==> src/rtl/jac_pkg.sv <==
// ----------------------------------------------------------------------------
// jac_pkg
// Shared types and constants for the joystick axes to cursor motion unit.
// ----------------------------------------------------------------------------
package jac_pkg;

    localparam int ADC_BITS_DEF = 10;

    // Bit-serial quotient length: percentages and q never exceed 100.
    localparam int DIGITS  = 7;
    localparam int CNT_W   = $clog2(DIGITS);
    localparam int PCT_W   = 7;
    localparam int SPD_W   = 8;
    localparam int FACT_W  = 15;    // pct * max_speed
    localparam int PROD_W  = 22;    // pct * max_speed * q
    localparam int RCP_IN_W = 14;   // below the saturation limit
    localparam int RCP_K_W = 13;
    localparam int RCP_W   = RCP_IN_W + RCP_K_W;
    localparam int RCP_SH  = 19;

    localparam logic [PCT_W-1:0]    PCT_FULL   = 7'd100;
    localparam logic [PROD_W-1:0]   SAT_LIM    = 22'd12800;  // 128 * 100
    localparam logic [RCP_K_W-1:0]  RCP_K      = 13'd5243;   // ~2^19 / 100
    localparam logic [PCT_W-1:0]    SPEED_MAX  = 7'd127;
    localparam logic [6:0]          TICK_MAX   = 7'd127;
    localparam logic [6:0]          INTERVAL_RESET = 7'd100;
    localparam logic [SPD_W-1:0]    INTERVAL_BASE  = 8'd100;
    localparam logic signed [SPD_W-1:0] DIR_THRESH = 8'sd5;

    localparam logic [7:0] MAX_SPEED_RESET = 8'd2;
    localparam logic [7:0] SPEED_DIV_RESET = 8'd20;

    localparam int NUM_AXES = 4;
    localparam int OUT_W    = 40;

    typedef enum logic [2:0] {
        REG_X_ORIGIN,
        REG_Y_ORIGIN,
        REG_X2_ORIGIN,
        REG_Y2_ORIGIN,
        REG_AXIS_MIN,
        REG_AXIS_MAX,
        REG_MAX_SPEED,
        REG_SPEED_DIV
    } cfg_reg_t;

    typedef enum logic [3:0] {
        ST_IDLE,
        ST_LOAD,
        ST_PCT,
        ST_MUL,
        ST_QDIV,
        ST_FIN1,
        ST_FIN2,
        ST_DIR,
        ST_WRITE
    } state_t;

    typedef struct packed {
        logic load;
        logic pct_step;
        logic mul;
        logic q_step;
        logic fin1;
        logic fin2;
    } lane_ctrl_t;

endpackage

==> src/rtl/jac_axis_lane.sv <==
// ----------------------------------------------------------------------------
// jac_axis_lane
// One axis: bit-serial percentage divider, bit-serial magnitude divider with
// Horner accumulation of the speed product, then divide by 100 and saturate.
// ----------------------------------------------------------------------------
module jac_axis_lane #(
    parameter int ADC_BITS = jac_pkg::ADC_BITS_DEF
) (
    input  logic                           clk,
    input  jac_pkg::lane_ctrl_t            ctrl,
    input  logic [ADC_BITS-1:0]            sample,
    input  logic [ADC_BITS-1:0]            origin,
    input  logic [ADC_BITS-1:0]            axis_min,
    input  logic [ADC_BITS-1:0]            axis_max,
    input  logic [7:0]                     max_speed,
    input  logic [7:0]                     divisor,
    output logic [jac_pkg::SPD_W-1:0]      speed
);
    import jac_pkg::*;

    localparam int REM_W = ADC_BITS + 7;
    localparam int DSH_W = ADC_BITS + 6;

    logic                 neg_reg, neg_next;
    logic                 zero_reg, zero_next;
    logic                 clamp_reg, clamp_next;
    logic [REM_W-1:0]     rem_reg, rem_next;
    logic [DSH_W-1:0]     dsh_reg, dsh_next;
    logic [PCT_W-1:0]     quo_reg, quo_next;
    logic [FACT_W-1:0]    fact_reg, fact_next;
    logic [PCT_W-1:0]     rem2_reg, rem2_next;
    logic [13:0]          dsh2_reg, dsh2_next;
    logic [PROD_W-1:0]    acc_reg, acc_next;
    logic                 sat_reg, sat_next;
    logic [RCP_W-1:0]     rcp_reg, rcp_next;
    logic [SPD_W-1:0]     speed_reg, speed_next;

    logic                 neg;
    logic [ADC_BITS-1:0]  delta;
    logic [ADC_BITS:0]    span;
    logic                 span_ok;
    logic                 ge1, ge2;
    logic [PCT_W-1:0]     pct;
    logic [PCT_W-1:0]     mag;

    always_comb
    begin
        neg     = sample < origin;
        delta   = neg ? (origin - sample) : (sample - origin);
        span    = neg ? ({1'b0, origin} - {1'b0, axis_min})
                      : ({1'b0, axis_max} - {1'b0, origin});
        span_ok = !span[ADC_BITS] && (span[ADC_BITS-1:0] != '0);
        ge1     = rem_reg >= REM_W'(dsh_reg);
        ge2     = {7'd0, rem2_reg} >= dsh2_reg;
        pct     = zero_reg ? '0 : (clamp_reg ? PCT_FULL : quo_reg);
        mag     = sat_reg ? SPEED_MAX : rcp_reg[RCP_SH +: PCT_W];
    end

    always_comb
    begin
        neg_next   = neg_reg;
        zero_next  = zero_reg;
        clamp_next = clamp_reg;
        rem_next   = rem_reg;
        dsh_next   = dsh_reg;
        quo_next   = quo_reg;
        fact_next  = fact_reg;
        rem2_next  = rem2_reg;
        dsh2_next  = dsh2_reg;
        acc_next   = acc_reg;
        sat_next   = sat_reg;
        rcp_next   = rcp_reg;
        speed_next = speed_reg;
        if (ctrl.load)
        begin
            neg_next   = neg;
            zero_next  = (sample == origin) || !span_ok;
            clamp_next = delta >= span[ADC_BITS-1:0];
            // 100 * delta as 64 + 32 + 4
            rem_next   = REM_W'({delta, 6'd0}) + REM_W'({delta, 5'd0})
                       + REM_W'({delta, 2'd0});
            dsh_next   = {span[ADC_BITS-1:0], 6'd0};
            quo_next   = '0;
        end
        else if (ctrl.pct_step)
        begin
            if (ge1)
                rem_next = rem_reg - REM_W'(dsh_reg);
            dsh_next = dsh_reg >> 1;
            quo_next = {quo_reg[PCT_W-2:0], ge1};
        end
        else if (ctrl.mul)
        begin
            fact_next = FACT_W'(pct) * FACT_W'(max_speed);
            rem2_next = pct;
            dsh2_next = {divisor, 6'd0};
            acc_next  = '0;
        end
        else if (ctrl.q_step)
        begin
            // quotient bits come MSB first: acc = 2*acc + bit*fact
            if (ge2)
                rem2_next = rem2_reg - dsh2_reg[PCT_W-1:0];
            dsh2_next = dsh2_reg >> 1;
            acc_next  = {acc_reg[PROD_W-2:0], 1'b0}
                      + (ge2 ? PROD_W'(fact_reg) : '0);
        end
        else if (ctrl.fin1)
        begin
            sat_next = acc_reg >= SAT_LIM;
            rcp_next = RCP_W'(acc_reg[RCP_IN_W-1:0]) * RCP_W'(RCP_K);
        end
        else if (ctrl.fin2)
        begin
            speed_next = neg_reg ? SPD_W'(-{1'b0, mag}) : {1'b0, mag};
        end
    end

    always_ff @(posedge clk)
    begin
        neg_reg   <= neg_next;
        zero_reg  <= zero_next;
        clamp_reg <= clamp_next;
        rem_reg   <= rem_next;
        dsh_reg   <= dsh_next;
        quo_reg   <= quo_next;
        fact_reg  <= fact_next;
        rem2_reg  <= rem2_next;
        dsh2_reg  <= dsh2_next;
        acc_reg   <= acc_next;
        sat_reg   <= sat_next;
        rcp_reg   <= rcp_next;
        speed_reg <= speed_next;
    end

    assign speed = speed_reg;

endmodule

==> src/rtl/joystick_axes_to_cursor_motion_unit.sv <==
// ----------------------------------------------------------------------------
// joystick_axes_to_cursor_motion_unit
// Tick counter, report sequencer, four bit-serial axis lanes, direction step.
// ----------------------------------------------------------------------------
// Tick without report: accept goes straight to the result write state.
// Report tick: load, the two 7-step bit-serial dividers in each axis lane,
//   the finish steps and the direction step come before the result write.
// One item in flight; s_axis_tready is high only while the sequencer idles.
// Reset: tick count 0, report interval 100, registers to defaults, output empty.
module joystick_axes_to_cursor_motion_unit #(
    parameter int ADC_BITS = jac_pkg::ADC_BITS_DEF
) (
    input  logic                          clk,
    input  logic                          rst_n,
    input  logic                          s_axis_tvalid,
    output logic                          s_axis_tready,
    // x_raw, y_raw, x2_raw, y2_raw, button_level, zero pad
    input  logic [((4*ADC_BITS+8)/8)*8-1:0] s_axis_tdata,
    output logic                          m_axis_tvalid,
    input  logic                          m_axis_tready,
    // x_speed, y_speed, x2_speed, y2_speed, dir_left, dir_right, dir_up,
    // dir_down, pressed, updated, zero pad
    output logic [jac_pkg::OUT_W-1:0]     m_axis_tdata,
    input  logic                          cfg_we,
    input  logic [2:0]                    cfg_addr,
    input  logic [(ADC_BITS > 8 ? ADC_BITS : 8)-1:0] cfg_data
);
    import jac_pkg::*;

    localparam logic [ADC_BITS-1:0] ORIGIN_RESET = ADC_BITS'(1) << (ADC_BITS - 1);
    localparam logic [ADC_BITS-1:0] AXIS_TOP     = '1;

    state_t               state_reg, state_next;
    logic [CNT_W-1:0]     cnt_reg, cnt_next;
    logic [6:0]           ticks_reg, ticks_next;
    logic [6:0]           interval_reg, interval_next;
    logic [ADC_BITS-1:0]  origin_reg [NUM_AXES];
    logic [ADC_BITS-1:0]  amin_reg, amax_reg;
    logic [7:0]           max_speed_reg, speed_div_reg;
    logic [ADC_BITS-1:0]  smp_reg [NUM_AXES];
    logic                 pressed_reg;
    logic                 updated_reg;
    logic signed [SPD_W-1:0] v_reg, v_next, w_reg, w_next;
    logic                 out_valid_reg, out_valid_next;
    logic [OUT_W-1:0]     out_data_reg;

    lane_ctrl_t           ctrl;
    logic                 in_fire, out_load;
    logic [SPD_W-1:0]     lane_speed [NUM_AXES];
    logic [7:0]           div_eff;
    logic [6:0]           ticks_inc;
    logic                 report;
    logic [15:0]          vprod, wprod;
    logic signed [SPD_W-1:0] m_sel;
    logic [SPD_W-1:0]     m_mag;
    logic [SPD_W-1:0]     spd [NUM_AXES];

    assign div_eff   = (speed_div_reg == 8'd0) ? 8'd1 : speed_div_reg;
    assign ticks_inc = (ticks_reg == TICK_MAX) ? TICK_MAX : ticks_reg + 7'd1;
    assign report    = ticks_inc > interval_reg;
    assign in_fire   = s_axis_tvalid && s_axis_tready;

    generate
        for (genvar i = 0; i < NUM_AXES; i++)
        begin : g_lane
            jac_axis_lane #(
                .ADC_BITS (ADC_BITS)
            ) u_lane (
                .clk       (clk),
                .ctrl      (ctrl),
                .sample    (smp_reg[i]),
                .origin    (origin_reg[i]),
                .axis_min  (amin_reg),
                .axis_max  (amax_reg),
                .max_speed (max_speed_reg),
                .divisor   (div_eff),
                .speed     (lane_speed[i])
            );
            assign spd[i] = updated_reg ? lane_speed[i] : '0;
        end
    endgenerate

    // next state
    always_comb
    begin
        state_next = state_reg;
        unique case (state_reg)
            ST_IDLE:  if (s_axis_tvalid) state_next = report ? ST_LOAD : ST_WRITE;
            ST_LOAD:  state_next = ST_PCT;
            ST_PCT:   if (cnt_reg == '0) state_next = ST_MUL;
            ST_MUL:   state_next = ST_QDIV;
            ST_QDIV:  if (cnt_reg == '0) state_next = ST_FIN1;
            ST_FIN1:  state_next = ST_FIN2;
            ST_FIN2:  state_next = ST_DIR;
            ST_DIR:   state_next = ST_WRITE;
            ST_WRITE: if (!out_valid_reg || m_axis_tready) state_next = ST_IDLE;
            default:  state_next = ST_IDLE;
        endcase
    end

    // sequencer outputs
    always_comb
    begin
        ctrl          = '0;
        s_axis_tready = 1'b0;
        out_load      = 1'b0;
        cnt_next      = cnt_reg;
        unique case (state_reg)
            ST_IDLE:  s_axis_tready = 1'b1;
            ST_LOAD:
            begin
                ctrl.load = 1'b1;
                cnt_next  = CNT_W'(DIGITS - 1);
            end
            ST_PCT:
            begin
                ctrl.pct_step = 1'b1;
                cnt_next      = cnt_reg - CNT_W'(1);
            end
            ST_MUL:
            begin
                ctrl.mul = 1'b1;
                cnt_next = CNT_W'(DIGITS - 1);
            end
            ST_QDIV:
            begin
                ctrl.q_step = 1'b1;
                cnt_next    = cnt_reg - CNT_W'(1);
            end
            ST_FIN1:  ctrl.fin1 = 1'b1;
            ST_FIN2:  ctrl.fin2 = 1'b1;
            ST_DIR:   ;
            ST_WRITE: out_load = !out_valid_reg || m_axis_tready;
            default:  ;
        endcase
    end

    // direction step, report interval, tick counter and output valid
    always_comb
    begin
        vprod   = 16'(lane_speed[0]) * 16'(div_eff);
        wprod   = 16'(lane_speed[1]) * 16'(div_eff);
        v_next  = v_reg;
        w_next  = w_reg;
        if (in_fire)
        begin
            v_next = '0;
            w_next = '0;
        end
        else if (state_reg == ST_DIR)
        begin
            v_next = vprod[7:0];
            w_next = wprod[7:0];
        end

        m_sel = (v_reg != '0) ? v_reg : w_reg;
        m_mag = m_sel[SPD_W-1] ? SPD_W'(-m_sel) : m_sel;
        interval_next = interval_reg;
        if (out_load && (v_reg != '0 || w_reg != '0))
            interval_next = (m_mag >= INTERVAL_BASE) ? 7'd1
                                                     : 7'(INTERVAL_BASE - m_mag);

        ticks_next = ticks_reg;
        if (in_fire)
            ticks_next = report ? 7'd0 : ticks_inc;

        out_valid_next = out_valid_reg;
        if (out_load)
            out_valid_next = 1'b1;
        else if (m_axis_tready)
            out_valid_next = 1'b0;
    end

    always_ff @(posedge clk or negedge rst_n)
    begin
        if (!rst_n)
        begin
            state_reg     <= ST_IDLE;
            cnt_reg       <= '0;
            ticks_reg     <= '0;
            interval_reg  <= INTERVAL_RESET;
            out_valid_reg <= 1'b0;
            for (int i = 0; i < NUM_AXES; i++)
                origin_reg[i] <= ORIGIN_RESET;
            amin_reg      <= '0;
            amax_reg      <= AXIS_TOP;
            max_speed_reg <= MAX_SPEED_RESET;
            speed_div_reg <= SPEED_DIV_RESET;
        end
        else
        begin
            state_reg     <= state_next;
            cnt_reg       <= cnt_next;
            ticks_reg     <= ticks_next;
            interval_reg  <= interval_next;
            out_valid_reg <= out_valid_next;
            if (cfg_we)
            begin
                unique case (cfg_reg_t'(cfg_addr))
                    REG_X_ORIGIN:  origin_reg[0] <= cfg_data[ADC_BITS-1:0];
                    REG_Y_ORIGIN:  origin_reg[1] <= cfg_data[ADC_BITS-1:0];
                    REG_X2_ORIGIN: origin_reg[2] <= cfg_data[ADC_BITS-1:0];
                    REG_Y2_ORIGIN: origin_reg[3] <= cfg_data[ADC_BITS-1:0];
                    REG_AXIS_MIN:  amin_reg      <= cfg_data[ADC_BITS-1:0];
                    REG_AXIS_MAX:  amax_reg      <= cfg_data[ADC_BITS-1:0];
                    REG_MAX_SPEED: max_speed_reg <= cfg_data[7:0];
                    REG_SPEED_DIV: speed_div_reg <= cfg_data[7:0];
                    default:       ;
                endcase
            end
        end
    end

    // item payload
    always_ff @(posedge clk)
    begin
        v_reg <= v_next;
        w_reg <= w_next;
        if (in_fire)
        begin
            for (int i = 0; i < NUM_AXES; i++)
                smp_reg[i] <= s_axis_tdata[i*ADC_BITS +: ADC_BITS];
            pressed_reg <= !s_axis_tdata[NUM_AXES*ADC_BITS];
            updated_reg <= report;
        end
        if (out_load)
            out_data_reg <= {2'b00, updated_reg, pressed_reg,
                             w_reg < -DIR_THRESH, w_reg > DIR_THRESH,
                             v_reg < -DIR_THRESH, v_reg > DIR_THRESH,
                             spd[3], spd[2], spd[1], spd[0]};
    end

    assign m_axis_tvalid = out_valid_reg;
    assign m_axis_tdata  = out_data_reg;

    // no report means all speeds zero and no direction
    a_idle_speeds: assert property (@(posedge clk) disable iff (!rst_n)
        m_axis_tvalid && !m_axis_tdata[37] |-> m_axis_tdata[35:0] == '0)
        else $error("speeds or directions set on a tick without report");

    a_interval_range: assert property (@(posedge clk) disable iff (!rst_n)
        interval_reg != 7'd0 && interval_reg <= INTERVAL_RESET)
        else $error("report interval out of range");

    a_tick_restart: assert property (@(posedge clk) disable iff (!rst_n)
        in_fire && report |=> ticks_reg == 7'd0 && state_reg == ST_LOAD)
        else $error("report tick did not restart counter and sequencer");

    a_interval_hold: assert property (@(posedge clk) disable iff (!rst_n)
        state_reg != ST_WRITE |=> $stable(interval_reg))
        else $error("report interval changed outside result write");

endmodule

==> config.mk <==
export PLATFORM = sky130hd
export DESIGN_NAME = joystick_axes_to_cursor_motion_unit
export DESIGN_NICKNAME = d
export VERILOG_FILES = /design/src/rtl/jac_pkg.sv /design/src/rtl/jac_axis_lane.sv /design/src/rtl/joystick_axes_to_cursor_motion_unit.sv
export SDC_FILE = /design/constraint.sdc
export NUM_CORES = 2
export LEC_CHECK = 0
export BUFFER_PORTS_ARGS = -buffer_cell sky130_fd_sc_hd__buf_2
export CORE_ASPECT_RATIO = 1.75
export CORE_MARGIN = 3
export CORE_UTILIZATION = 40
export DETAILED_ROUTE_END_ITERATION = 8
export HOLD_SLACK_MARGIN = 0.1
export PLACE_DENSITY_LB_ADDON = 0.3
export SLEW_MARGIN = 20
export SYNTH_ARGS = -nofsm -noshare
export SYNTH_HDL_FRONTEND = slang
export SYNTH_SLANG_ARGS = --single-unit
==> constraint.sdc <==
create_clock -name clk -period 14.9 [get_ports clk]
set_input_delay 2.235 -clock clk [delete_from_list [all_inputs] [get_ports clk]]
set_output_delay 2.235 -clock clk [all_outputs]
set_load 0.02 [all_outputs]
==> results.sh <==
export IMPL_cp_cell_sequence="inv_1 > ha_1 > nand2_1 > a2bb2oi_1 > a22oi_1 > a31o_2 > mux2i_1 > o21ai_0 > a21boi_0 > o21ai_0 > xor2_1 > fa_1 > ha_1 > o21ai_0 > nand2b_1 > a21o_1 > a21oi_1 > o21ai_0 > a211oi_1 > a21oi_1"
export IMPL_worst_hold_slack_ps=422
export IMPL_start_util_pct=40.3
export IMPL_synth_yosys_seq_area_share_pct=28.0
export IMPL_detail_route_wl_per_cell_um=17.7
export IMPL_postSynthAreaPerCell_um2=9.75
export IMPL_ff2ff_setup_slack_ps=8810
export IMPL_timing_critical_path_slowest_cell_delay_ps=710
export IMPL_dieHeight_um=529
export IMPL_cap_viol_max_count=0
export IMPL_grt_antenna_before_repair=2
export IMPL_leading_cell_type_in_the_layout_fill_and_taps_excluded="ha_1"
export IMPL_dr_first_iter_drc_count=1810
export IMPL_drive_gt1_share_pct=6.02
export IMPL_cp_data_required_time_ps=15290
export IMPL_ant_nets=0
export IMPL_synth_lib_cells_used_distinct=90
export IMPL_critical_path_class="reg -> reg"
export IMPL_gr_usage_all_layers_pct=18.8
export IMPL_overall_via_count_from_detail_route=44808
export IMPL_first_global_vias=47661
export IMPL_layout_cells_most_common_list="996 x ha_1, 866 x inv_1, 471 x nand2_1"
export IMPL_max_slew_worst_pin_slew_ps=973
export IMPL_coreArea_mm2=0.155
export IMPL_slew_headroom_pct=35.0
export IMPL_drt_drc=0
export IMPL_synthDominantAreaCellType="edfxtp_1"
export IMPL_clock_sinks=620
export IMPL_timing_critical_path_buf_inv=1
export IMPL_period_needed_ps=6090
export IMPL_cts_hold_buffers_added=0
export IMPL_postCtsSetupRepairBufs=0
export IMPL_cts_max_path_buffers=3
export IMPL_max_freq_mhz=164
export IMPL_run_status="completed"
export IMPL_crit_path_frequent_cell="o21ai_0"
export IMPL_whs_endpoint="m_axis_tdata[36]"
export IMPL_worstHoldStart="pressed_reg"
export IMPL_cts_repair_resized=0
export IMPL_element_type_at_the_critical_path_start="register"
export IMPL_io_buffer_count=98
export IMPL_worst_hold_path_num_cells=0
export IMPL_avgViaCountPerCell=5.25
export IMPL_report_final_hold_viol_count=0
export IMPL_worstReg2RegStart="origin_reg[24]"
export IMPL_tritoncts="done"
export IMPL_areaGrowthSynthToFinish_pct=8.35
export IMPL_synthArstFlopShare_pct=15.8
export IMPL_nets=7936
export IMPL_timing_critical_path_arrival_ps=6480
export IMPL_gp_routability_congestion=0.895
export IMPL_final_max_slew_viol_count=0
export IMPL_clk_latency_ps=650
export IMPL_synth_seq_cells=620
export IMPL_clk_pin_slew_ps=60
export IMPL_netlist_area_mm2=0.0625
export IMPL_wl_um=151000
export IMPL_fin_crit_share_pct=40.9
export IMPL_reg2reg_path_depth=20
export IMPL_synthFlopType="edfxtp_1"
export IMPL_grt_overflow_total=0
export IMPL_worst_r2r_endpoint="g_lane[1].u_lane.rem_reg[16]"
export IMPL_top_level_ports=108
export IMPL_grt_first_pass_wirelength_um=244000
export IMPL_firstDrtPassIters=5
export IMPL_tns_ps=0
export IMPL_largest_reg_flops=88
export IMPL_worstPathMaxFanout=30
export IMPL_tritoncts_num_buffers=71
export IMPL_fin_skew_ps=29.6
export IMPL_yosysTopAreaCellShare_pct=21.8
export IMPL_timing_hold_worst_class="reg -> reg"
export IMPL_worst_setup_path_end_kind="register"
export IMPL_synthCells=6411
export IMPL_die_width_um=305
export IMPL_synth_area_leaders="edfxtp_1 22%, ha_1 20%, fa_1 14%, inv_1 5.2%, xnor2_1 3.6%"
export IMPL_placed_area_mm2=0.0651
export IMPL_floorplan_die_area_mm2=0.161
export IMPL_synth_edf_count=454
export IMPL_yosys_warnings=0
export IMPL_ctsRootBufferMaster="clkbuf_16"
export IMPL_final_core_utilization_pct=43.7
export IMPL_grt_start_max_net_pins=112
export IMPL_post_dp_hpwl_um=121000
export IMPL_rsz0062_at_grt="false"
export IMPL_placementRows=191
export IMPL_finish_instance_area_mm2=0.0677
export IMPL_crit_family="compound AO/OA/AOI/OAI gates"
export IMPL_htree_num_levels=3
export IMPL_final_setup_violation_count=0
export IMPL_cp_slowest_cell="a31o_2"
## per-stage QoR
stage                     setup slack, ps  instances
after floorplan                      9770       6412
after global placement               8830       8394
after detailed placement             8790       8394
after CTS                            8760       8525
after global routing                 8360       8527
final                                8810       8527
## logic make-up (layout without fill, tap and decap cells)
family | after synthesis | after routing | share of synthesized area [%]
and+or+nand+nor | 1681 | 1681 | 13.2
adders and majority gates | 1432 | 1432 | 33.8
AOI/OAI and AO/OA | 1147 | 1147 | 11.6
buffers and inverters | 1046 | 1134 | 6.38
DFF | 620 | 620 | 28.0
xor gates and xnor gates | 398 | 398 | 5.60
muxes | 86 | 86 | 1.48
other | 1 | 3 | 0.00600
## layout make-up
class                   instances  area [um^2]
diodes                          1         2.50
clock buffers                 100         2090
clock inverters                31          468
fillers                     14742        87400
inverters                     873         3280
multi-input cells            4746        41100
flip-flops and latches        620        17500
well taps                    2026         2530
repair buffers                130          753
## per-layer routing
| layer | GRT usage, % | share of wire [%] | vias to the layer above |
|---|---|---|---|
| li1 | - | - | 21950 |
| met1 | 18.5 | 36 | 21813 |
| met2 | 38.3 | 56 | 699 |
| met3 | 1.65 | 2.4 | 346 |
| met4 | 10.2 | 5.8 | 0 |
| met5 | 0 | 0 | - |
## worst register-to-register path: stages, from the launching register on
cell and delay (ps):
dfrtp_1 390, inv_1 120, ha_1 510, nand2_1 90
a2bb2oi_1 160, a22oi_1 270, a31o_2 710, mux2i_1 350
o21ai_0 120, a21boi_0 430, o21ai_0 200, xor2_1 450
fa_1 510, ha_1 350, o21ai_0 90, nand2b_1 110
a21o_1 200, a21oi_1 220, o21ai_0 190, a211oi_1 290
a21oi_1 60
## Yosys cell counts (42+ instances only)
| master | count |
|---|---|
| clkbuf_1 | 140 |
| nor3_1 | 82 |
| a21o_1 | 127 |
| mux2_2 | 45 |
| o21a_1 | 65 |
| nand2b_1 | 56 |
| nor2_1 | 397 |
| edfxtp_1 | 454 |
| and2_1 | 226 |
| dfxtp_1 | 68 |
| xnor2_1 | 260 |
| a211oi_1 | 42 |
| inv_1 | 870 |
| fa_1 | 432 |
| xor2_1 | 136 |
| and3_1 | 139 |
| ha_1 | 996 |
| dfrtp_1 | 78 |
| nand2_1 | 472 |
| nand3_1 | 78 |
| a21oi_1 | 362 |
| o21ai_0 | 258 |
| nor2b_1 | 76 |
## worst max-delay path by stage
stage                                      start                      endpoint  slack, ps  cells past startpoint
finish                            origin_reg[24]  g_lane[1].u_lane.rem_reg[16]       8810                     20
global route                      origin_reg[25]  g_lane[1].u_lane.rem_reg[15]       8360                     21
CTS                               origin_reg[24]  g_lane[1].u_lane.rem_reg[16]       8760                     20
detailed placement                origin_reg[24]  g_lane[1].u_lane.rem_reg[16]       8790                     20
global placement                  origin_reg[24]  g_lane[1].u_lane.rem_reg[16]       8830                     20
floorplan           g_lane[3].u_lane.acc_reg[11]  g_lane[3].u_lane.rcp_reg[25]       9770                     19
Power is left out: the tool's default activity adds up to more than one toggle a clock period on the data nets, which glitch-free logic cannot reach.
